===== src/nalinv_pkg.sv =====
`timescale 1ns / 1ps

package nalinv_pkg;

  localparam int PREFIX_BYTES_DEF      = 4;
  localparam int MAX_LEADING_ZEROS_DEF = 32;

  localparam logic [4:0] NAL_TYPE_MASK = 5'h1F;
  localparam logic [4:0] NAL_TYPE_IDR  = 5'h05;
  localparam logic [4:0] NAL_TYPE_NON_IDR = 5'h01;

  // residue mod 5 of the second ue(v) field that marks an intra slice
  localparam logic [2:0] SLICE_INTRA_RES = 3'd2;

  // One input transaction: a packet byte and its end marker.
  typedef struct packed {
    logic [7:0] data;
    logic       last;
  } byte_xact_t;

  // One result transaction.
  typedef struct packed {
    logic [7:0] data;
    logic       inverted;
    logic       last;
  } res_xact_t;

  // Reduce a value below ten modulo five.
  function automatic logic [2:0] mod5_small(input logic [3:0] v);
    logic [3:0] t;
    t = (v >= 4'd5) ? (v - 4'd5) : v;
    return t[2:0];
  endfunction

  // (2^k - 1) mod 5, indexed by k mod 4.
  function automatic logic [2:0] pow2m1_mod5(input logic [1:0] k);
    logic [2:0] r;
    case (k)
      2'd0:    r = 3'd0;
      2'd1:    r = 3'd1;
      2'd2:    r = 3'd3;
      2'd3:    r = 3'd2;
      default: r = 3'd0;
    endcase
    return r;
  endfunction

endpackage


===== src/nal_unit_intra_slice_inverter.sv =====
`timescale 1ns / 1ps

// Length-prefixed NAL stream filter: takes one packet byte per transaction and
// returns one byte per transaction, inverting the payload of IDR units and of
// non-IDR units whose slice kind (the second ue(v) field of the slice header) is
// intra; there the inversion begins after the byte that ends the third ue(v)
// field, or a byte later if the field ends on the byte's last bit. It sustains
// one byte per clock unless out_stall holds a result, as the per-byte parser
// update walks all eight bits combinationally between the input and output
// registers. A held result stalls the input as well. packet_end returns all
// parser state to the start of a length prefix once its byte is processed.
module nal_unit_intra_slice_inverter #(
  parameter int PREFIX_BYTES      = nalinv_pkg::PREFIX_BYTES_DEF,
  parameter int MAX_LEADING_ZEROS = nalinv_pkg::MAX_LEADING_ZEROS_DEF
) (
  input  logic       clk,
  input  logic       rst_n,
  input  logic       in_valid,
  output logic       in_stall,
  input  logic [7:0] in_data_byte,
  input  logic       in_packet_end,
  output logic       out_valid,
  input  logic       out_stall,
  output logic [7:0] out_byte,
  output logic       out_was_inverted,
  output logic       out_last
);

  logic                   advance;
  logic                   s1_valid;
  nalinv_pkg::byte_xact_t in_xact;
  nalinv_pkg::byte_xact_t s1_xact;
  nalinv_pkg::res_xact_t  core_res;
  nalinv_pkg::res_xact_t  out_r;
  logic                   out_valid_r;
  logic                   out_valid_nxt;

  // advance the whole pipe unless a held result is still waiting
  assign advance  = !(out_valid_r && out_stall);
  assign in_stall = !advance;

  assign in_xact.data = in_data_byte;
  assign in_xact.last = in_packet_end;

  nalinv_in_stage u_in_stage (
    .clk      (clk),
    .rst_n    (rst_n),
    .advance  (advance),
    .in_valid (in_valid),
    .in_xact  (in_xact),
    .s1_valid (s1_valid),
    .s1_xact  (s1_xact)
  );

  nalinv_core #(
    .PREFIX_BYTES      (PREFIX_BYTES),
    .MAX_LEADING_ZEROS (MAX_LEADING_ZEROS)
  ) u_core (
    .clk   (clk),
    .rst_n (rst_n),
    .step  (advance && s1_valid),
    .xact  (s1_xact),
    .res   (core_res)
  );

  assign out_valid_nxt = advance ? s1_valid : out_valid_r;

  always_ff @(posedge clk) begin
    if (!rst_n) begin
      out_valid_r <= 1'b0;
    end else begin
      out_valid_r <= out_valid_nxt;
    end
  end

  always_ff @(posedge clk) begin
    if (advance && s1_valid) begin
      out_r <= core_res;
    end
  end

  assign out_valid        = out_valid_r;
  assign out_byte         = out_r.data;
  assign out_was_inverted = out_r.inverted;
  assign out_last         = out_r.last;

endmodule


===== src/nalinv_in_stage.sv =====
`timescale 1ns / 1ps

module nalinv_in_stage (
  input  logic                    clk,
  input  logic                    rst_n,
  input  logic                    advance,
  input  logic                    in_valid,
  input  nalinv_pkg::byte_xact_t  in_xact,
  output logic                    s1_valid,
  output nalinv_pkg::byte_xact_t  s1_xact
);

  logic                   valid_r;
  logic                   valid_nxt;
  nalinv_pkg::byte_xact_t xact_r;

  assign valid_nxt = advance ? in_valid : valid_r;

  always_ff @(posedge clk) begin
    if (!rst_n) begin
      valid_r <= 1'b0;
    end else begin
      valid_r <= valid_nxt;
    end
  end

  // hold the payload while the pipe is stalled
  always_ff @(posedge clk) begin
    if (advance && in_valid) begin
      xact_r <= in_xact;
    end
  end

  assign s1_valid = valid_r;
  assign s1_xact  = xact_r;

endmodule


===== src/nalinv_core.sv =====
`timescale 1ns / 1ps

module nalinv_core #(
  parameter int PREFIX_BYTES      = nalinv_pkg::PREFIX_BYTES_DEF,
  parameter int MAX_LEADING_ZEROS = nalinv_pkg::MAX_LEADING_ZEROS_DEF
) (
  input  logic                   clk,
  input  logic                   rst_n,
  input  logic                   step,
  input  nalinv_pkg::byte_xact_t xact,
  output nalinv_pkg::res_xact_t  res
);

  localparam int LEN_W = 8 * PREFIX_BYTES;
  localparam int PC_W  = (PREFIX_BYTES > 1) ? $clog2(PREFIX_BYTES) : 1;
  localparam int LZ_W  = (MAX_LEADING_ZEROS < 3) ? 2 : $clog2(MAX_LEADING_ZEROS + 1);

  typedef enum logic [4:0] {
    PH_LEN    = 5'b00001,
    PH_HEADER = 5'b00010,
    PH_PARSE  = 5'b00100,
    PH_INVERT = 5'b01000,
    PH_PASS   = 5'b10000
  } phase_t;

  phase_t            phase_r,  phase_nxt;
  logic [PC_W-1:0]   pcnt_r,   pcnt_nxt;
  logic [LEN_W-1:0]  len_r,    len_nxt;
  logic [1:0]        elem_r,   elem_nxt;
  logic [LZ_W-1:0]   lz_r,     lz_nxt;
  logic              insfx_r,  insfx_nxt;
  logic [LZ_W-1:0]   sbl_r,    sbl_nxt;
  logic [2:0]        res5_r,   res5_nxt;
  logic              skip_r,   skip_nxt;
  logic              inv;

  always_comb begin
    logic [LEN_W-1:0] acc;
    logic [4:0]       nal_type;
    logic             stop;
    logic             done;
    logic             bitv;
    phase_t           ph;
    logic [1:0]       elem;
    logic [LZ_W-1:0]  lz;
    logic             insfx;
    logic [LZ_W-1:0]  sbl;
    logic [2:0]       r5;
    logic             skp;

    phase_nxt = phase_r;
    pcnt_nxt  = pcnt_r;
    len_nxt   = len_r;
    elem_nxt  = elem_r;
    lz_nxt    = lz_r;
    insfx_nxt = insfx_r;
    sbl_nxt   = sbl_r;
    res5_nxt  = res5_r;
    skip_nxt  = skip_r;
    inv       = 1'b0;

    acc      = (len_r << 8) | LEN_W'(xact.data);
    nal_type = xact.data[4:0] & nalinv_pkg::NAL_TYPE_MASK;
    stop     = 1'b0;
    done     = 1'b0;
    bitv     = 1'b0;
    ph       = phase_r;
    elem     = elem_r;
    lz       = lz_r;
    insfx    = insfx_r;
    sbl      = sbl_r;
    r5       = res5_r;
    skp      = skip_r;

    case (phase_r)
      PH_LEN: begin
        len_nxt = acc;
        if (pcnt_r == PC_W'(PREFIX_BYTES - 1)) begin
          pcnt_nxt = '0;
          if (acc != '0) begin
            phase_nxt = PH_HEADER;
            elem_nxt  = '0;
            lz_nxt    = '0;
            insfx_nxt = 1'b0;
            sbl_nxt   = '0;
            res5_nxt  = '0;
            skip_nxt  = 1'b0;
          end
        end else begin
          pcnt_nxt = pcnt_r + PC_W'(1);
        end
      end
      PH_HEADER: begin
        if (nal_type == nalinv_pkg::NAL_TYPE_IDR) begin
          phase_nxt = PH_INVERT;
        end else if (nal_type == nalinv_pkg::NAL_TYPE_NON_IDR) begin
          phase_nxt = PH_PARSE;
        end else begin
          phase_nxt = PH_PASS;
        end
      end
      PH_PARSE: begin
        // walk the byte MSB first through the ue(v) bit parser
        for (int pos = 7; pos >= 0; pos--) begin
          if (!stop) begin
            bitv = xact.data[pos];
            done = 1'b0;
            if (!insfx) begin
              if (!bitv) begin
                if (lz >= LZ_W'(MAX_LEADING_ZEROS)) begin
                  ph   = PH_PASS;
                  stop = 1'b1;
                end else begin
                  lz = lz + LZ_W'(1);
                end
              end else if (lz == '0) begin
                done = 1'b1;
              end else begin
                insfx = 1'b1;
                sbl   = lz;
              end
            end else begin
              if (elem == 2'd1) begin
                r5 = nalinv_pkg::mod5_small({r5, bitv});
              end
              sbl = sbl - LZ_W'(1);
              if (sbl == '0) begin
                if (elem == 2'd1) begin
                  r5 = nalinv_pkg::mod5_small(
                    4'(r5) + 4'(nalinv_pkg::pow2m1_mod5(lz[1:0])));
                end
                done = 1'b1;
              end
            end
            if (done && !stop) begin
              lz    = '0;
              insfx = 1'b0;
              sbl   = '0;
              if (elem >= 2'd2) begin
                if (r5 == nalinv_pkg::SLICE_INTRA_RES) begin
                  ph  = PH_INVERT;
                  skp = (pos == 0);
                end else begin
                  ph = PH_PASS;
                end
                stop = 1'b1;
              end else begin
                elem = elem + 2'd1;
              end
            end
          end
        end
        phase_nxt = ph;
        elem_nxt  = elem;
        lz_nxt    = lz;
        insfx_nxt = insfx;
        sbl_nxt   = sbl;
        res5_nxt  = r5;
        skip_nxt  = skp;
      end
      PH_INVERT: begin
        if (skip_r) begin
          skip_nxt = 1'b0;
        end else begin
          inv = 1'b1;
        end
      end
      PH_PASS: begin
      end
      default: begin
        phase_nxt = PH_LEN;
      end
    endcase

    if (phase_r != PH_LEN) begin
      len_nxt = len_r - LEN_W'(1);
      if (len_nxt == '0) begin
        phase_nxt = PH_LEN;
        pcnt_nxt  = '0;
        elem_nxt  = '0;
        lz_nxt    = '0;
        insfx_nxt = 1'b0;
        sbl_nxt   = '0;
        res5_nxt  = '0;
        skip_nxt  = 1'b0;
      end
    end

    // drop everything at the end of a packet
    if (xact.last) begin
      phase_nxt = PH_LEN;
      pcnt_nxt  = '0;
      len_nxt   = '0;
      elem_nxt  = '0;
      lz_nxt    = '0;
      insfx_nxt = 1'b0;
      sbl_nxt   = '0;
      res5_nxt  = '0;
      skip_nxt  = 1'b0;
    end
  end

  always_ff @(posedge clk) begin
    if (!rst_n) begin
      phase_r <= PH_LEN;
      pcnt_r  <= '0;
      len_r   <= '0;
      elem_r  <= '0;
      lz_r    <= '0;
      insfx_r <= 1'b0;
      sbl_r   <= '0;
      res5_r  <= '0;
      skip_r  <= 1'b0;
    end else if (step) begin
      phase_r <= phase_nxt;
      pcnt_r  <= pcnt_nxt;
      len_r   <= len_nxt;
      elem_r  <= elem_nxt;
      lz_r    <= lz_nxt;
      insfx_r <= insfx_nxt;
      sbl_r   <= sbl_nxt;
      res5_r  <= res5_nxt;
      skip_r  <= skip_nxt;
    end
  end

  assign res.data     = inv ? ~xact.data : xact.data;
  assign res.inverted = inv;
  assign res.last     = xact.last;

endmodule

===== config.mk =====
export PLATFORM = sky130hd
export DESIGN_NAME = nal_unit_intra_slice_inverter
export DESIGN_NICKNAME = d
export VERILOG_FILES = /design/src/nalinv_pkg.sv /design/src/nal_unit_intra_slice_inverter.sv /design/src/nalinv_in_stage.sv /design/src/nalinv_core.sv
export SDC_FILE = /design/constraint.sdc
export NUM_CORES = 1
export LEC_CHECK = 0
export BUFFER_PORTS_ARGS = -buffer_cell sky130_fd_sc_hd__buf_2
export CORE_MARGIN = 5
export CORE_UTILIZATION = 45
export CTS_BUF_LIST = sky130_fd_sc_hd__clkbuf_4 sky130_fd_sc_hd__clkbuf_8
export CTS_CLUSTER_SIZE = 12
export DETAILED_ROUTE_END_ITERATION = 10
export PLACE_DENSITY = 0.6
export SLEW_MARGIN = 20
export SYNTH_ARGS = -nofsm -noshare
export SYNTH_HDL_FRONTEND = slang
export SYNTH_HIERARCHICAL = 1
export SYNTH_SLANG_ARGS = --single-unit

===== constraint.sdc =====
create_clock -name clk -period 31 [get_ports clk]
set_input_delay 1.55 -clock clk [delete_from_list [all_inputs] [get_ports clk]]
set_output_delay 1.55 -clock clk [all_outputs]
set_load 0.01 [all_outputs]

==> results.sh <==
export IMPL_ys_warn_count=6
export IMPL_max_clock_freq_mhz=35.01
export IMPL_clock_latency_ns=0.39
export IMPL_worst_slew_pin_slew_ns=1.013
export IMPL_required_ns=31.28
export IMPL_pin_count=25
export IMPL_synthToLayoutAreaGrowth_pct=4.002
export IMPL_htree_levels=3
export IMPL_viasPerCell=6.492
export IMPL_cts_tree="built"
export IMPL_synth_avg_cell_area_um2=7.096
export IMPL_netlist_instances=2181
export IMPL_yosys_register_bits=79
export IMPL_clockBufferDepth=2
export IMPL_grt_ovfl_total=0
export IMPL_rows=68
export IMPL_use_met2_pct=42.41
export IMPL_dp_hpwl_um=39990
export IMPL_cp_max_fo=17
export IMPL_num_vias=16743
export IMPL_grt_usage_pct=25.87
export IMPL_layout_drive_gt1_share_pct=8.663
export IMPL_hp_class="reg2reg"
export IMPL_portBuffers=24
export IMPL_die_area_um2=38200
export IMPL_grt_max_degree=64
export IMPL_cts_root_buf="clkbuf_8"
export IMPL_synth_area_leader_cell="ha_1"
export IMPL_yosysMostFrequentCell="nand2_1"
export IMPL_post_route_period_util_pct=92.14
export IMPL_cpMostUsedCell="ha_1"
export IMPL_slew_violations=0
export IMPL_drt_drc_violations_left=0
export IMPL_p_leak_uw=0.006102
export IMPL_maxCapViolations=0
export IMPL_ys_types=135
export IMPL_grt_use_met1_pct=36.00
export IMPL_die_height_um=195.5
export IMPL_crit_type="reg2reg"
export IMPL_cts_sink_count=79
export IMPL_finalHoldViolCount=0
export IMPL_first_iter_violations=1476
export IMPL_busiest_layer="met2"
export IMPL_wl_um=52470
export IMPL_clk_pin_slew_ns=0.10
export IMPL_grtUsageMet3_pct=3.002
export IMPL_core_um2=34290
export IMPL_synth_edf_count=19
export IMPL_end_kind="register"
export IMPL_wl_per_cell_um=20.35
export IMPL_setup_violations=0
export IMPL_status="finished clean"
export IMPL_ir_drop_mv=0.06597
export IMPL_drt_first_pass_iters=8
export IMPL_start_util_pct=45.14
export IMPL_min_period_ns=28.56
export IMPL_die_w_um=195.5
export IMPL_cp_arrival_ns=28.84
export IMPL_whs_ns=0.5118
export IMPL_crit_slowest_cell="fa_1"
export IMPL_p_per_area_nw_per_um2=50.70
export IMPL_diodes=0
export IMPL_fin_skew_ns=0.01949
export IMPL_nFillCells=3498
export IMPL_antenna_found_initial=0
export IMPL_grt_pass1_vias=15466
export IMPL_yosys_top_cells_area="ha_1, dfxtp_1, nand2_1, nor2_1, a21oi_1"
export IMPL_cts_buffers=9
export IMPL_relSlewSlack_pct=30.72
export IMPL_fin_nets=2255
export IMPL_cpPeakStageDelay_ns=0.57
export IMPL_grt_first_pass_wirelength_um=83250
export IMPL_synthTopCellsByCount="nand2_1, nor2_1, a21oi_1, o21ai_0, ha_1"
export IMPL_total_power_uw=816.1
export IMPL_start_kind="register"
export IMPL_seq_area_frac_synth_pct=11.45
export IMPL_place_congestion=0.9906
export IMPL_ys_flop_type="dfxtp_1"
export IMPL_antenna_left=0
export IMPL_synth_area_um2=15480
export IMPL_async_flop_share_pct=0
export IMPL_synth_top_area_share_pct=9.297
export IMPL_syn_nets=2317
## power breakdown
group,switching (uW),total (uW),internal (uW)
clock network,52.6,83.6,30.9
registers,3.16,111,108
logic,402,622,220
## worst paths after layout
path | slack, ns | cells past startpoint | start | endpoint
max | 2.44 | 143 | u_in_stage/s1_xact[8] | u_core/phase_r[3]
min | 0.51 | 1 | u_in_stage/s1_valid | out_valid
max reg2reg | 2.44 | 143 | u_in_stage/s1_xact[8] | u_core/phase_r[3]
min reg2reg | 0.51 | 1 | u_in_stage/s1_valid | out_valid
## worst max-delay path, delay by kind of cell (launching register included)
kind                     cells  cell delay (ns)
AO/OA/AOI/OAI               41             7.67
XOR/XNOR                     9             1.61
adder cells (fa/ha/maj)     30             9.51
buffers and inverters       14             1.48
flip-flops                   1             0.40
multiplexers                 6             1.50
AND/OR/NAND/NOR             43             6.36
## state kept, by name (all words and copies together) (netlist names)
| register | flops |
|---|---|
| u_core/len_r | 32 |
| u_core/insfx_r | 1 |
| u_core/elem_r | 2 |
| out_valid | 1 |
| u_core/sbl_r | 6 |
| u_core/skip_r | 1 |
| u_core/res5_r | 3 |
| u_core/phase_r | 5 |
| out_was_inverted | 1 |
| out_last | 1 |
| u_core/pcnt_r | 2 |
| u_core/lz_r | 6 |
| u_in_stage/s1_xact | 9 |
| u_in_stage/s1_valid | 1 |
| out_byte | 8 |
## per-layer routing
metal,vias to the layer above,routed length (um)
met5,-,0
met4,0,1197
met3,76,2998
met2,581,24410
met1,8005,23870
li1,8081,-
## cells in the final DEF (no fill, tap or decap), types with 12 or more instances in the layout
master / n
a22oi_1: 32
xor2_1: 17
a211oi_1: 23
dfxtp_1: 60
a21boi_0: 19
inv_1: 110
o21ai_1: 26
o31ai_1: 21
nand4_1: 31
o21a_1: 13
buf_2: 24
and3_1: 23
a211o_1: 20
nor3_1: 65
ha_1: 111
a21oi_1: 123
o22ai_1: 30
xnor2_1: 54
buf_4: 24
o211ai_1: 37
nor4_1: 27
o21ai_0: 118
nor2_1: 201
nand2_1: 230
nand3_1: 62
edfxtp_1: 19
a32oi_1: 13
a21o_1: 17
a31oi_1: 29
or3_1: 28
mux2_2: 12
nor2b_1: 49
mux2i_1: 32
and2_1: 41
nand2b_1: 31
and4_1: 14
## layout make-up
type | instances | area [um2] | share of cell area [%]
clock buffer | 9 | 123.9 | 0.7696
clock inverter | 7 | 65.06 | 0.4042
inverter | 116 | 435.4 | 2.705
multi-input combinational | 1865 | 12830 | 79.71
sequential | 79 | 1772 | 11.01
tap | 455 | 569.3 | 3.537
timing repair buffer | 48 | 300.3 | 1.866
## repair_timing
item | 4_1_cts | 5_1_grt
buffers inserted | 0 | 1
gates resized for setup | 0 | 18
hold buffers | 0 | 0
endpoints found under the setup margin | 0 | 6
## cells by family (layout without fill, tap and decap cells)
kind of cell / Yosys count / after routing / share of synthesized area (%)
DFF: 79 / 79 / 11.45
AOI/OAI and AO/OA: 727 / 727 / 34.81
muxes: 49 / 49 / 3.315
and+or+nand+nor: 895 / 895 / 29.91
adders and majority gates: 123 / 123 / 10.33
buffers and inverters: 237 / 180 / 6.161
xor gates and xnor gates: 71 / 71 / 4.018
## per-stage QoR
step | setup WS (ns) | TNS (ns) | cell area [um2] | utilization, % | std cells
2_1_floorplan | 4.686 | 0 | 15480 | - | 2181
3_3_place_gp | 1.913 | 0 | 15820 | 46.14 | 2562
3_5_place_dp | 0.6683 | 0 | 15820 | 46.14 | 2562
4_1_cts | 0.5066 | 0 | 16010 | 46.69 | 2578
5_1_grt | -0.02196 | -0.02196 | 16100 | 46.94 | 2579
6_report | 2.437 | 0 | 16100 | 46.94 | 2579
No activity file was read; power rests on OpenSTA's default activity.
